$ cat src/sv/tpc_pkg.sv
// Shared types, constants and helpers for the tile plane pixel compositor.
package tpc_pkg;

   localparam int VIDEO_MEMORY_BYTES = 65536;
   localparam int VRAM_AW = $clog2(VIDEO_MEMORY_BYTES);
   localparam int COLOR_ENTRIES = 64;
   localparam int CRAM_AW = 6;
   localparam int QUEUE_DEPTH = 4;
   localparam int QUEUE_AW = 2;

   localparam logic [1:0] OP_VRAM_WRITE = 2'd0;
   localparam logic [1:0] OP_CRAM_WRITE = 2'd1;
   localparam logic [1:0] OP_RENDER = 2'd2;

   localparam logic [2:0] REG_PLANE_A_BASE = 3'd0;
   localparam logic [2:0] REG_PLANE_B_BASE = 3'd1;
   localparam logic [2:0] REG_WINDOW_BASE = 3'd2;
   localparam logic [2:0] REG_PLANE_SIZE = 3'd3;
   localparam logic [2:0] REG_WINDOW_H = 3'd4;
   localparam logic [2:0] REG_WINDOW_V = 3'd5;
   localparam logic [2:0] REG_BACKDROP = 3'd6;
   localparam logic [2:0] REG_WIDE_MODE = 3'd7;

   typedef struct packed {
      logic [2:0] plane_a_base;
      logic [2:0] plane_b_base;
      logic [4:0] window_base;
      logic [5:0] plane_size;
      logic [7:0] window_h;
      logic [7:0] window_v;
      logic [5:0] backdrop;
      logic       wide_mode;
   } cfg_type;

   // Work item for the back end: a write, or a render with resolved addresses.
   typedef struct packed {
      logic [1:0]         op;
      logic [VRAM_AW-1:0] addr;
      logic [15:0]        data;
      logic [VRAM_AW-1:0] entry_a;
      logic [VRAM_AW-1:0] entry_b;
      logic [2:0]         fine_xa;
      logic [2:0]         fine_ya;
      logic [2:0]         fine_xb;
      logic [2:0]         fine_yb;
   } job_type;

   function automatic logic [7:0] level_scale(input logic [2:0] c);
      level_scale = {5'd0, c} * 8'd34;
   endfunction

endpackage

$ cat src/sv/tpc_queue.sv
// Short FIFO between the front and back ends.
module tpc_queue (
   input  logic             clock,
   input  logic             reset,
   input  logic             push_valid,
   output logic             push_ready,
   input  tpc_pkg::job_type push_job,
   output logic             pop_valid,
   input  logic             pop_ready,
   output tpc_pkg::job_type pop_job
);

   tpc_pkg::job_type          slot_ff [tpc_pkg::QUEUE_DEPTH];
   logic [tpc_pkg::QUEUE_AW-1:0] wr_ff, wr_in, rd_ff, rd_in;
   logic [tpc_pkg::QUEUE_AW:0]   cnt_ff, cnt_in;
   logic                         push, pop;

   assign push_ready = cnt_ff != (tpc_pkg::QUEUE_AW+1)'(tpc_pkg::QUEUE_DEPTH);
   assign pop_valid = cnt_ff != '0;
   assign push = push_valid && push_ready;
   assign pop = pop_valid && pop_ready;
   assign pop_job = slot_ff[rd_ff];

   always_comb begin
      wr_in = push ? wr_ff + 1'b1 : wr_ff;
      rd_in = pop ? rd_ff + 1'b1 : rd_ff;
      cnt_in = cnt_ff + {{tpc_pkg::QUEUE_AW{1'b0}}, push} - {{tpc_pkg::QUEUE_AW{1'b0}}, pop};
   end

   always_ff @(posedge clock) begin
      if (reset) begin
         wr_ff <= '0;
         rd_ff <= '0;
         cnt_ff <= '0;
      end else begin
         wr_ff <= wr_in;
         rd_ff <= rd_in;
         cnt_ff <= cnt_in;
      end
      if (push) begin
         slot_ff[wr_ff] <= push_job;
      end
   end

endmodule

$ cat config.mk
export PLATFORM = sky130hd
export DESIGN_NAME = tpc_queue
export DESIGN_NICKNAME = d
export VERILOG_FILES = /design/src/sv/tpc_pkg.sv /design/src/sv/tpc_queue.sv
export SDC_FILE = /design/constraint.sdc
export NUM_CORES = 1
export LEC_CHECK = 0
export ABC_CLOCK_PERIOD_IN_PS = 6300
export BUFFER_PORTS_ARGS = -buffer_cell sky130_fd_sc_hd__buf_4
export CAP_MARGIN = 20
export CORE_ASPECT_RATIO = 0.8
export CORE_MARGIN = 8
export CORE_UTILIZATION = 55
export CTS_CLUSTER_DIAMETER = 50
export DETAILED_ROUTE_END_ITERATION = 8
export PLACE_DENSITY = 0.74
export SLEW_MARGIN = 20
export SYNTH_ARGS = -nofsm -noshare
export SYNTH_HDL_FRONTEND = slang
export SYNTH_SLANG_ARGS = --single-unit
$ cat constraint.sdc
create_clock -name clock -period 6.3 [get_ports clock]
set_input_delay 0.315 -clock clock [delete_from_list [all_inputs] [get_ports clock]]
set_output_delay 0.315 -clock clock [all_outputs]
set_load 0.01 [all_outputs]
# ---- Word-level counts from Yosys, hierarchy flattened
# Memories as Yosys holds them, arrays and structs flattened. A register that Yosys moved wholly into a read port is not among the register bits.
# Cells that the tools add are included.
# Widths: inputs -> output; s select.
dict set report classes {
  reduce_logical 3
  muxes 4
  n_addsub 4
  n_eq_ne 1
}
# cell n
set op_table {}
lappend op_table {{$add 2x1->2 const B} 2}
lappend op_table {{$mux 2} 2}
lappend op_table {{$add 3x1->3} 1}
lappend op_table {{$ne 3x3->1 const B} 1}
lappend op_table {{$reduce_bool 3->1} 1}
lappend op_table {{$sub 3x1->3} 1}
lappend op_table {{$logic_and 1x1->1} 2}
lappend op_table {{$mux 1} 2}
dict set report word_totals {
  memories 1
  ram_bits 312
  output_inout_bits 80
  input_bits 82
  reg_bits 7
  word_cells 16
}
# memory words width read_ports rd_ports_with_merged_regs wr line_no
set memory_table {}
lappend memory_table {slot_ff 4 78 1 1 1 tpc_queue.sv:13} ;# tpc_pkg::job_type slot_ff [tpc_pkg::QUEUE_DEPTH];

# ---- Depth between registers and ports, before layout
dict set report depth {
  ltp_word 4
  ltp_mapped 11
  ltp_nobuf 11
}

# ---- Least setup slack after synthesis
# Ideal clock, no wire load.
dict set report synth_path {
  path_type {register to register}
  startpoint {reg cnt_ff[1] (netlist bit)}
  endpoint {mem slot_ff[0][0] (netlist bit), enable pin}
  path_stages_with_launch 4
  n_path_buf 0
  setup_ns 0.445
  synth_period_minus_slack_ns 3.163
  required_ns 5.855
  path_slack_ns 3.137
  arrival_time_ns 2.718
  cell_sequence {dfxtp_1 -> nor2_1 -> a21boi_1 -> and2_1}
}
dict set report synth_via {
  elab_chain_cells 4
}
# item line_no
set synth_rtl {}
lappend synth_rtl {{start, declared} tpc_queue.sv:15} ;# logic [tpc_pkg::QUEUE_AW:0] cnt_ff, cnt_in;
lappend synth_rtl {{start signal, assigned} tpc_queue.sv:38} ;# cnt_ff <= cnt_in;
lappend synth_rtl {{$ne 3x3->1} tpc_queue.sv:18} ;# assign push_ready = cnt_ff != (tpc_pkg::QUEUE_AW+1)'(tpc_pkg::QUEUE_DEPTH);
lappend synth_rtl {{$logic_and 1x1->1} tpc_queue.sv:20} ;# assign push = push_valid && push_ready;
lappend synth_rtl {{$mux 1} tpc_queue.sv:40} ;# if (push) begin
lappend synth_rtl {{$mux 1 (implied by the code)} tpc_queue.sv:41} ;# slot_ff[wr_ff] <= push_job;
lappend synth_rtl {{end, declared} tpc_queue.sv:13}
# No other way between the ends.

==> impl_metrics.json <==
{
  "drt_wl_total_mm": 22.6,
  "rr_worst_depth": 4,
  "min_from": "pop_ready",
  "cpMaxStageDelayCell": "dfxtp_4",
  "p_per_area_nw_per_um2": 400,
  "drc": 0,
  "min_period_ps": 2820,
  "wl_per_cell_um": 22.3,
  "grt_max_degree": 79,
  "area_growth_pct": 28.3,
  "worstPathMaxFanout": 29,
  "gr-total-overflow": 0,
  "timing.critical_path.mode_cell": "buf_4",
  "fillCellCount": 1193,
  "io_pins": 162,
  "crit_chain": "buf_4 -> mux4_2 -> buf_4",
  "cp.buffers_inverters": 2,
  "rrSetupSlack_ps": 3550,
  "placementRows": 47,
  "fin_crit_sh_pct": 44.8,
  "cts_tree": "done",
  "via_count": 5594,
  "hold_depth": 4,
  "slew_violations": 0,
  "start_util_pct": 56.4,
  "worstPathRequired_ps": 5980,
  "finish.net_count": 807,
  "ys_ff_latch": 321,
  "die_w_um": 179,
  "path_clk_slew_ps": 60,
  "clockBufferDepth": 3,
  "track_usage_pct": 16.9,
  "final.setup.tns_ps": 0,
  "p_leak_nw": 5.14,
  "syn_nets": 546,
  "hold_violations": 0,
  "die_h_um": 147,
  "drt_iter0_drc": 451,
  "maxSlewHeadroom_pct": 34.6,
  "ant_nets": 0,
  "grt_first_pass_wirelength_mm": 34.1,
  "r2r_end": "slot_ff[2][59]$_DFFE_PP_",
  "maxCapViolCount": 0,
  "tightest_slew_ps": 981,
  "hp-class": "primary input to register",
  "setup_slack_ps": 3480,
  "drtPass1Iterations": 4,
  "yosysUniqueCellTypes": 25,
  "drive_above_1_share_pct": 40.1,
  "critPathKind": "register to output pin",
  "setup_violations": 0,
  "final_common_cell": "edfxtp_1",
  "fp.dieArea_um2": 26300,
  "worstSetupStartpointType": "register",
  "irDropWorstVdd_mv": 0.345,
  "io_buffers": 161,
  "detail_route.vias_per_cell": 5.53,
  "grt_antenna_before_repair": 2,
  "clock-skew-final_ps": 12.6,
  "cts_resized": 0,
  "cts-buffers-inserted": 31,
  "clkLatencyLatePin_ps": 530,
  "core_um2": 20800,
  "layout_common_cells": "edfxtp_1 (312), buf_4 (166), dlygate4sd3_1 (79)",
  "rsz0062_at_grt": "no",
  "syn-cell-area_um2": 11700,
  "max_stage_delay_ps": 610,
  "cts.sinks": 321,
  "synth.yosys.seq_area_share_pct": 81.3,
  "pre_cts_slack_ps": 3460,
  "grt_pass1_vias": 6014,
  "root_buffer": "clkbuf_16",
  "cp_top_family": "buffers and inverters",
  "gp_congestion": 0.731,
  "ys_warn_count": 0,
  "dp_hpwl_mm": 13.1,
  "status": "finished clean",
  "htreeDepth": 1,
  "avgSynthCellArea_um2": 25.7,
  "endpoint_kind": "output pin",
  "critPathArrivalTime_ps": 2510,
  "max_freq_mhz": 354,
  "syn_inst": 457,
  "rr_startpoint": "cnt_ff[1]$_SDFF_PP0_"
}
==> state kept, by name, indices dropped and copies added (netlist names), named ones only <==
| register | cells |
|---|---|
| cnt_ff | 3 |
| rd_ff | 2 |
| slot_ff | 312 |
| wr_ff | 2 |
==> tightest hold or removal path: cells and delay by family <==
kind | cells | cell delay (ps)
AOI/OAI and AO/OA | 1 | 170
xor gates and xnor gates | 1 | 90
buffers and inverters | 1 | 90
and+or+nand+nor | 1 | 80
==> cell families (layout without fill, tap and decap cells) <==
kind of cell / count (synthesis) / after routing / synth area share, %
other cells: 0 / 2 / 0
simple gates: 19 / 19 / 0.810
mux: 80 / 80 / 15.1
buf+inv: 24 / 308 / 1.45
fa+ha+maj: 7 / 7 / 0.810
xor+xnor: 3 / 3 / 0.224
compound gates: 3 / 3 / 0.213
flops: 321 / 321 / 81.3
==> cell type report <==
cell class | instances | area [um^2] | area share, %
Multi-Input combinational cell | 112 | 2030 | 13.5
Antenna cell | 2 | 5.00 | 0.0332
Clock buffer | 37 | 798 | 5.30
Sequential cell | 321 | 9560 | 63.5
Inverter | 5 | 18.8 | 0.125
Timing Repair Buffer | 247 | 2090 | 13.9
Clock inverter | 19 | 223 | 1.48
Tap cell | 269 | 337 | 2.23
==> where the power goes <==
| part | total, mW | switching [mW] | internal (mW) |
|---|---|---|---|
| clock network | 1.83 | 0.730 | 1.10 |
| registers | 2.74 | 0.114 | 2.62 |
| logic | 1.45 | 0.676 | 0.777 |
| total | 6.02 | 1.52 | 4.50 |
==> Yosys cell counts <==
| cell | instances | area share, % |
|---|---|---|
| a21boi_1 | 1 | 0.064 |
| ha_1 | 6 | 0.64 |
| and2_1 | 5 | 0.27 |
| xor2_1 | 2 | 0.15 |
| mux2i_1 | 1 | 0.085 |
| dfxtp_1 | 9 | 1.5 |
| mux4_2 | 78 | 15 |
| xnor2_1 | 1 | 0.075 |
| clkbuf_1 | 6 | 0.19 |
| buf_6 | 1 | 0.096 |
| fa_1 | 1 | 0.17 |
| o31a_1 | 1 | 0.075 |
| mux2_2 | 1 | 0.096 |
| nor2_1 | 8 | 0.26 |
| nand2b_1 | 2 | 0.11 |
| edfxtp_1 | 312 | 80 |
| or3_1 | 1 | 0.053 |
| buf_12 | 3 | 0.51 |
| buf_2 | 4 | 0.17 |
| nor2b_1 | 1 | 0.053 |
| buf_4 | 5 | 0.32 |
| nand2_1 | 1 | 0.032 |
| nor3_1 | 1 | 0.043 |
| o311ai_0 | 1 | 0.075 |
| inv_1 | 5 | 0.16 |
==> worst max path at each step <==
stage	endpoint	cells after the start	slack [ps]	from
final	pop_job[74]	3	3480	register
after global routing	pop_job[74]	3	3300	register
after CTS	pop_job[74]	3	2860	register
after detailed placement	pop_job[69]	3	3460	register
after global placement	pop_job[69]	3	3480	register
after floorplan	slot_ff[0][0]$_DFFE_PP_	3	3140	cnt_ff[1]$_SDFF_PP0_
==> stage by stage <==
stage	util (%)	hold slack, ps	std cells	instance area (um^2)	total power [mW]
2_1_floorplan	-	414	457	11700	3.61
3_3_place_gp	63.3	491	873	13200	4.16
3_5_place_dp	63.3	518	873	13200	4.20
4_1_cts	72.1	220	1008	15000	6.07
5_1_grt	72.3	265	1012	15100	6.27
6_report	72.3	249	1012	15100	6.02
==> metal layers <==
layer	share of wire, %	vias to the layer above	GRT usage [%]	routed length, um
met3	7.5	25	3.84	1700
met1	42	2904	22.8	9430
met4	1.2	0	3.08	272
met5	0	-	0	0
met2	50	193	28.0	11200
li1	-	2472	-	-
==> timing repair <==
item,in CTS,in global routing
hold endpoints to repair,315,0
hold buffers,79,0
buffers inserted,0,0
Note: power is estimated with default switching activity, not from simulation.
