## src/sv/tpc_pkg.sv

```systemverilog
// Shared types, constants and helpers for the tile plane pixel compositor.
package tpc_pkg;

   localparam int VIDEO_MEMORY_BYTES = 65536;
   localparam int VRAM_AW = $clog2(VIDEO_MEMORY_BYTES);
   localparam int COLOR_ENTRIES = 64;
   localparam int CRAM_AW = 6;
   localparam int QUEUE_DEPTH = 4;
   localparam int QUEUE_AW = 2;

   localparam logic [1:0] OP_VRAM_WRITE = 2'd0;
   localparam logic [1:0] OP_CRAM_WRITE = 2'd1;
   localparam logic [1:0] OP_RENDER = 2'd2;

   localparam logic [2:0] REG_PLANE_A_BASE = 3'd0;
   localparam logic [2:0] REG_PLANE_B_BASE = 3'd1;
   localparam logic [2:0] REG_WINDOW_BASE = 3'd2;
   localparam logic [2:0] REG_PLANE_SIZE = 3'd3;
   localparam logic [2:0] REG_WINDOW_H = 3'd4;
   localparam logic [2:0] REG_WINDOW_V = 3'd5;
   localparam logic [2:0] REG_BACKDROP = 3'd6;
   localparam logic [2:0] REG_WIDE_MODE = 3'd7;

   typedef struct packed {
      logic [2:0] plane_a_base;
      logic [2:0] plane_b_base;
      logic [4:0] window_base;
      logic [5:0] plane_size;
      logic [7:0] window_h;
      logic [7:0] window_v;
      logic [5:0] backdrop;
      logic       wide_mode;
   } cfg_type;

   // Work item for the back end: a write, or a render with resolved addresses.
   typedef struct packed {
      logic [1:0]         op;
      logic [VRAM_AW-1:0] addr;
      logic [15:0]        data;
      logic [VRAM_AW-1:0] entry_a;
      logic [VRAM_AW-1:0] entry_b;
      logic [2:0]         fine_xa;
      logic [2:0]         fine_ya;
      logic [2:0]         fine_xb;
      logic [2:0]         fine_yb;
   } job_type;

   function automatic logic [7:0] level_scale(input logic [2:0] c);
      level_scale = {5'd0, c} * 8'd34;
   endfunction

endpackage

```

## src/sv/tpc_front.sv

```systemverilog
// Front end: decodes items, resolves scroll and window, and computes entry addresses.
module tpc_front (
   input  logic                        clock,
   input  logic                        reset,
   input  tpc_pkg::cfg_type            cfg,
   input  logic                        in_valid,
   output logic                        in_ready,
   input  logic [1:0]                  operation,
   input  logic [15:0]                 address,
   input  logic [15:0]                 write_data,
   input  logic [8:0]                  pixel_x,
   input  logic [7:0]                  pixel_y,
   input  logic signed [10:0]          hscroll_a,
   input  logic signed [10:0]          hscroll_b,
   input  logic signed [10:0]          vscroll_a,
   input  logic signed [10:0]          vscroll_b,
   output logic                        job_valid,
   input  logic                        job_ready,
   output tpc_pkg::job_type            job
);

   logic                 valid_ff, valid_in;
   tpc_pkg::job_type     job_ff, job_in;
   logic [10:0]          xa, ya, xb, yb;
   logic [5:0]           cx, hpos;
   logic [4:0]           cy;
   logic                 ih, iv, win;
   logic [15:0]          off_a, off_b, off_w;

   function automatic logic [15:0] plane_offset(input logic [5:0] size,
                                                input logic [10:0] px,
                                                input logic [10:0] py);
      logic [6:0] tx, ty;
      logic [15:0] flat;
      tx = px[9:3];
      ty = py[9:3];
      case (size[1:0])
         2'd0: begin
            tx = {2'b0, tx[4:0]};
         end
         2'd1: begin
            tx = {1'b0, tx[5:0]};
         end
         default: begin
         end
      endcase
      case (size[5:4])
         2'd0: begin
            ty = {2'b0, ty[4:0]};
         end
         2'd1: begin
            ty = {1'b0, ty[5:0]};
         end
         default: begin
         end
      endcase
      case (size[1:0])
         2'd0: flat = {4'd0, ty, 5'd0} + {9'd0, tx};
         2'd1: flat = {3'd0, ty, 6'd0} + {9'd0, tx};
         default: flat = {2'd0, ty, 7'd0} + {9'd0, tx};
      endcase
      plane_offset = {flat[14:0], 1'b0};
   endfunction

   assign xa = {2'b0, pixel_x} - hscroll_a;
   assign xb = {2'b0, pixel_x} - hscroll_b;
   assign ya = {3'b0, pixel_y} + vscroll_a;
   assign yb = {3'b0, pixel_y} + vscroll_b;

   assign cx = pixel_x[8:3];
   assign cy = pixel_y[7:3];
   assign hpos = {cfg.window_h[4:0], 1'b0};
   assign ih = cfg.window_h[7] ? (cx >= hpos) : (cx < hpos);
   assign iv = cfg.window_v[7] ? (cy >= cfg.window_v[4:0]) : (cy < cfg.window_v[4:0]);
   assign win = ih && iv;

   assign off_a = plane_offset(cfg.plane_size, xa, ya);
   assign off_b = plane_offset(cfg.plane_size, xb, yb);
   assign off_w = cfg.wide_mode ? {4'd0, cy, cx, 1'b0} + {cfg.window_base, 11'd0}
                                : {5'd0, cy, 5'd0, 1'b0} + {9'd0, cx, 1'b0}
                                  + {cfg.window_base, 11'd0};

   assign in_ready = !valid_ff || job_ready;

   always_comb begin
      valid_in = valid_ff;
      job_in = job_ff;
      if (job_ready) begin
         valid_in = 1'b0;
      end
      if (in_valid && in_ready) begin
         valid_in = (operation == tpc_pkg::OP_VRAM_WRITE)
                 || (operation == tpc_pkg::OP_CRAM_WRITE)
                 || (operation == tpc_pkg::OP_RENDER);
         job_in.op = operation;
         job_in.addr = address[tpc_pkg::VRAM_AW-1:0];
         job_in.data = write_data;
         job_in.entry_b = off_b[tpc_pkg::VRAM_AW-1:0]
                        + {cfg.plane_b_base, 13'd0};
         job_in.fine_xb = xb[2:0];
         job_in.fine_yb = yb[2:0];
         if (win) begin
            job_in.entry_a = off_w[tpc_pkg::VRAM_AW-1:0];
            job_in.fine_xa = pixel_x[2:0];
            job_in.fine_ya = pixel_y[2:0];
         end else begin
            job_in.entry_a = off_a[tpc_pkg::VRAM_AW-1:0]
                           + {cfg.plane_a_base, 13'd0};
            job_in.fine_xa = xa[2:0];
            job_in.fine_ya = ya[2:0];
         end
      end
   end

   always_ff @(posedge clock) begin
      if (reset) begin
         valid_ff <= 1'b0;
      end else begin
         valid_ff <= valid_in;
      end
      job_ff <= job_in;
   end

   assign job_valid = valid_ff;
   assign job = job_ff;

endmodule

```

## config.mk

```make
export PLATFORM = sky130hd
export DESIGN_NAME = tpc_front
export DESIGN_NICKNAME = d
export VERILOG_FILES = /design/src/sv/tpc_pkg.sv /design/src/sv/tpc_front.sv
export SDC_FILE = /design/constraint.sdc
export NUM_CORES = 1
export LEC_CHECK = 0
export ABC_AREA = 0
export BUFFER_PORTS_ARGS = -buffer_cell sky130_fd_sc_hd__buf_2
export CORE_MARGIN = 8
export CORE_UTILIZATION = 45
export DETAILED_ROUTE_END_ITERATION = 16
export PLACE_DENSITY = 0.86
export SETUP_SLACK_MARGIN = 0.02
export SLEW_MARGIN = 20
export SYNTH_ARGS = -nofsm -noshare
export SYNTH_HDL_FRONTEND = slang
export SYNTH_SLANG_ARGS = --single-unit
```

## constraint.sdc

```tcl
create_clock -name clock -period 4.3 [get_ports clock]
set_clock_uncertainty 0.05 [all_clocks]
set_input_delay 0.215 -clock clock [delete_from_list [all_inputs] [get_ports clock]]
set_output_delay 0.215 -clock clock [all_outputs]
set_load 0.02 [all_outputs]
```

* Yosys cells after proc, flatten, opt, wreduce, memory -nomap -nowiden
Index checks and enable logic that the tools add are counted.
Storage, ports and cells: bits in registers 79, latch bits 0, bits in writable memories 0, bits in read-only memories 0, input port bits 139, output and inout bits 80, logic and storage cells 56, memories 0
Operators by class: add/sub/neg operators 15, multipliers 0, divide/modulo/power cells 0, order comparisons 4, equal/unequal tests 4, shift-type cells 0, muxes and demuxes 13, bitwise operators 0, reduce and logical (&&, ||, !) cells 10
Operators by type and width (count):
- $pmux 15 s2 | 2
- $pmux 7 s2 | 4
- $add 12x16->16 | 2
- $add 16x16->16 | 2
- $mux 16 | 2
- $add 14x7->15 | 2
- $add 13x7->14 | 2
- $add 12x7->13 | 2
- $add 8x10->10 | 2
- $sub 9x10->10 | 2
- $add 11x7->12 | 1
- $eq 2x1->1 const B | 3
- $ge 6x6->1 | 1
- $logic_not 2->1 | 3
- $lt 6x6->1 | 1
- $mux 6 | 1
- $ge 5x5->1 | 1
- $lt 5x5->1 | 1
- $mux 1 | 4
- $logic_or 1x1->1 | 3
- $eq 2x2->1 const B | 1
- $logic_and 1x1->1 | 2
- $reduce_bool 2->1 | 1
- $logic_not 1->1 | 1

* Logic depth before layout (Yosys ltp)
depth in word-level cells 6, mapped depth 21, depth with buffers taken out 21

* Least setup slack after synthesis
Ideal clock, no wire load.
kind input to register, start point in hscroll_b[1], end point reg job_ff (netlist bit job[26]), data pin, setup time 0.250 ns, arrival time 3.393 ns, required time 4.000 ns, slack 0.607 ns, cell stages on the path 19, buffers on the path 0, cells stage by stage inv_1 ha_1 nor2b_1 o21ai_0 a21boi_0 o21ai_0 a21oi_1 a31oi_1 mux2i_1 inv_1 ha_1 ha_1 and3_1 a211oi_1 o31a_1 ha_1 inv_1 fa_1 inv_1
On the way: word-level cells in the longest chain between the ends 5, elaborated cells between the ends (all ways) 7, those cells by class add/sub: 5; mux: 2
RTL lines:
- start: declaration | line tpc_front.sv:14 | input logic signed [10:0] hscroll_b,
- $sub 9x10->10 * | line tpc_front.sv:66 | assign xb = {2'b0, pixel_x} - hscroll_b;
- $pmux 7 s2 * | line tpc_front.sv:37 | case (size[1:0])
- $add 14x7->15, or another cell as far along | line tpc_front.sv:60 | default: flat = {2'd0, ty, 7'd0} + {9'd0, tx};
- $pmux 15 s2 * | line tpc_front.sv:57 | case (size[1:0])
- $add 16x16->16 * | line tpc_front.sv:99 | + {cfg.plane_b_base, 13'd0};
- end signal: assignment | line tpc_front.sv:121 | job_ff <= job_in;
- end: declaration | line tpc_front.sv:23 | tpc_pkg::job_type job_ff, job_in;
Every way passes the cells marked *; elsewhere a longest branch is shown, timed or not. A chain may end at the register's enable or synchronous reset.

* Worst setup path in the final report
start point in hscroll_b[1], end point reg job_ff (netlist bit job[27]), data pin
Same word-level chain as after synthesis.

==> flow_summary.json <==
{
  "cts_made_buffers": 9,
  "drtAntennaViolNets": 0,
  "fin_ws_ns": 0.326,
  "drc_errors": 0,
  "netlist_instances": 550,
  "slowest_stage": "fa_1",
  "grt_pass1_vias": 4943,
  "track_usage_pct": 19.3,
  "fillers": 1035,
  "maxCapViolations": 0,
  "synthFlopType": "edfxtp_1",
  "dr_wl_met2_um": 8080,
  "overflow": 0,
  "diodes": 0,
  "start_util_pct": 45.4,
  "setup_viol": 0,
  "grt_pass1_wl_um": 24800,
  "yosysWarnings": 0,
  "die_h_um": 128,
  "r2r_slack_ns": 2.57,
  "layout-drive-gt1-share_pct": 30.6,
  "synth_area_per_cell_sq_um": 10.2,
  "cpMostUsedCell": "ha_1",
  "clockRootBuffer": "clkbuf_16",
  "wirelength_um": 16200,
  "slew_headroom_pct": 33.3,
  "clock-sinks": 77,
  "path_max_fanout": 4,
  "grt_max_degree": 77,
  "ios": 219,
  "clock_path_buffers": 2,
  "h-tree-depth": 3,
  "power.density_nw_per_um2": 341,
  "core_area_sq_um": 12400,
  "synth_area_sq_um": 5630,
  "ys_seq_area_share_pct": 40.9,
  "vias": 5018,
  "crit_arrival_ns": 4.01,
  "critPathLaunchType": "input pin",
  "cp_slowest_stage_delay_ns": 0.37,
  "syn_to_final_growth_pct": 30.1,
  "place.gp.congestion": 0.884,
  "dr_wl_met3_um": 1330,
  "placed_cells": 916,
  "period_needed_ns": 3.97,
  "firstDrtPassIters": 7,
  "ir_drop_mv": 0.215,
  "cp-end-kind": "flip-flop",
  "clkTransAtPathRegs_ns": 0.06,
  "path_cells": "buf_2, inv_1, ha_1, nor2b_1, o21ai_0, a21boi_0, o21ai_0, a21oi_1, a31oi_1, mux2i_1, inv_1, ha_1, ha_1, and3_1, a211oi_1, o31a_1, ha_1, inv_1, fa_1, xnor2_1",
  "synth_edf_count": 76,
  "hold_path_class": "in -> reg",
  "cts_tree": "built",
  "async_flop_share_pct": 0,
  "wl_per_cell_um": 17.0,
  "p_leak_nw": 3.42,
  "setup-tns-final_ns": 0,
  "dpl.hpwl_um": 12300,
  "period_share_pct": 92.4,
  "finalHoldViolCount": 0,
  "drt-initial-drc-count": 391,
  "yosys.cell_types.count": 70,
  "tightestPinTransition_ns": 0.993,
  "slew_violations": 0,
  "antenna_found_initial": 0,
  "cp.required_ns": 4.34,
  "die_area_sq_um": 16400,
  "status": "finished, final reports clean",
  "rsz0062_at_grt": "no",
  "num_rows": 41,
  "met1_length_um": 6490,
  "fin_nets": 981,
  "worstSkewPairLatency_ns": 0.34,
  "dieWidth_um": 128,
  "clock.fmax_mhz": 252,
  "dp_slack_ns": 0.0712,
  "dr.max_layer_used": "met4",
  "vias_per_cell": 5.27,
  "layoutNonFillerInstCount": 953,
  "portBuffers": 200,
  "critical_path_class": "in -> reg",
  "ys_seq_elements": 77
}
[per-layer routing]
metal | vias to the layer above | track usage (%)
li1 | 2452 | -
met1 | 2337 | 21.1
met2 | 206 | 35.2
met3 | 23 | 5.41
met4 | 0 | 6.50
met5 | - | 0
[sequential cells by signal (all words and copies together) (netlist names)]
register,cells
job,76
job_valid,1
[power breakdown]
group	switching, mW	internal (mW)
registers	0.0176	0.927
clock network	0.333	0.400
logic	0.484	0.333
[cell usage after synthesis (3+ instances only)]
master / instances / area [sq um]
edfxtp_1: 76 / 2280
ha_1: 58 / 726
inv_1: 53 / 199
nand2_1: 43 / 161
a21oi_1: 35 / 175
nor2_1: 30 / 113
o21ai_0: 27 / 135
xnor2_1: 22 / 193
xor2_1: 19 / 166
nand3_1: 16 / 80.1
nor2b_1: 12 / 75.1
and3_1: 10 / 62.6
mux2i_1: 10 / 100
nand2b_1: 9 / 56.3
a21o_1: 8 / 60.1
fa_1: 8 / 160
clkbuf_1: 7 / 26.3
o21ai_1: 6 / 30.0
a211o_1: 5 / 43.8
a21boi_0: 5 / 37.5
and2_1: 5 / 31.3
nor3_1: 5 / 25.0
o31ai_1: 5 / 37.5
a211oi_1: 4 / 30.0
a31oi_1: 4 / 25.0
mux2_2: 4 / 45.0
o21a_1: 4 / 30.0
a311oi_1: 3 / 26.3
nor3b_1: 3 / 22.5
o21bai_1: 3 / 22.5
or3_1: 3 / 18.8
[what timing repair did]
action | in CTS | in global routing
resized for setup | 0 | 0
setup buffers | 0 | 0
hold buffers | 18 | 3
endpoints found under the hold margin | 18 | 3
[final timing paths]
check                    start   endpoint  cells after the start
setup / recovery  hscroll_b[1]    job[27]                     20
setup reg to reg     job_valid    job[58]                      2
hold / removal      address[8]    job[68]                      1
hold reg to reg      job_valid  job_valid                      2
[placed cells by master (no fill, tap or decap), types with 5 or more instances in the layout]
| cell | instances |
|---|---|
| o21ai_0 | 27 |
| nand2_1 | 43 |
| buf_4 | 8 |
| a21oi_1 | 35 |
| buf_2 | 200 |
| xor2_1 | 19 |
| and3_1 | 10 |
| a211o_1 | 5 |
| dlygate4sd3_1 | 21 |
| nor2b_1 | 12 |
| fa_1 | 8 |
| o31ai_1 | 5 |
| a21o_1 | 8 |
| edfxtp_1 | 76 |
| xnor2_1 | 22 |
| inv_1 | 53 |
| mux2i_1 | 10 |
| ha_1 | 58 |
| nor2_1 | 30 |
| o21ai_1 | 6 |
| nand3_1 | 16 |
| nand2b_1 | 9 |
| a21boi_0 | 5 |
| clkbuf_16 | 9 |
[stage by stage]
step	util, %	power, mW	hold slack, ns	cell area [sq um]
global placement	55.0	1.73	0.327	6830
finish	59.0	2.50	0.00937	7330
floorplan	-	1.50	0.234	5640
detailed placement	55.0	1.75	0.322	6830
CTS	58.8	2.50	0.00112	7300
global route	59.0	2.62	0.00335	7330
[layout make-up]
class	instances	area, sq um	area share, %
Multi-Input combinational cell	406	3060	41.7
Timing Repair Buffer	229	1270	17.3
Clock inverter	7	57.6	0.786
Inverter	53	199	2.72
Tap cell	172	215	2.94
Clock buffer	9	225	3.07
Sequential cell	77	2300	31.4
[logic make-up (layout without fill, tap and decap cells)]
logic type | after synthesis | count (layout) | synth area share, %
AOI/OAI and AO/OA | 136 | 136 | 16.1
xor gates and xnor gates | 42 | 42 | 6.66
adders and majority gates | 66 | 66 | 15.7
buffers and inverters | 68 | 298 | 5.06
DFF | 77 | 77 | 40.9
muxes | 14 | 14 | 2.58
other | 1 | 2 | 0.0666
and+or+nand+nor | 146 | 146 | 12.9
[critical path, delay by kind of cell]
family | cells | cell delay (ns)
multiplexers | 1 | 0.27
AND/OR/NAND/NOR | 2 | 0.32
XOR/XNOR | 1 | 0.14
AO/OA/AOI/OAI | 7 | 1.55
adder cells (fa/ha/maj) | 5 | 1.25
buffers and inverters | 4 | 0.30
(Power assumes the default switching activity.)
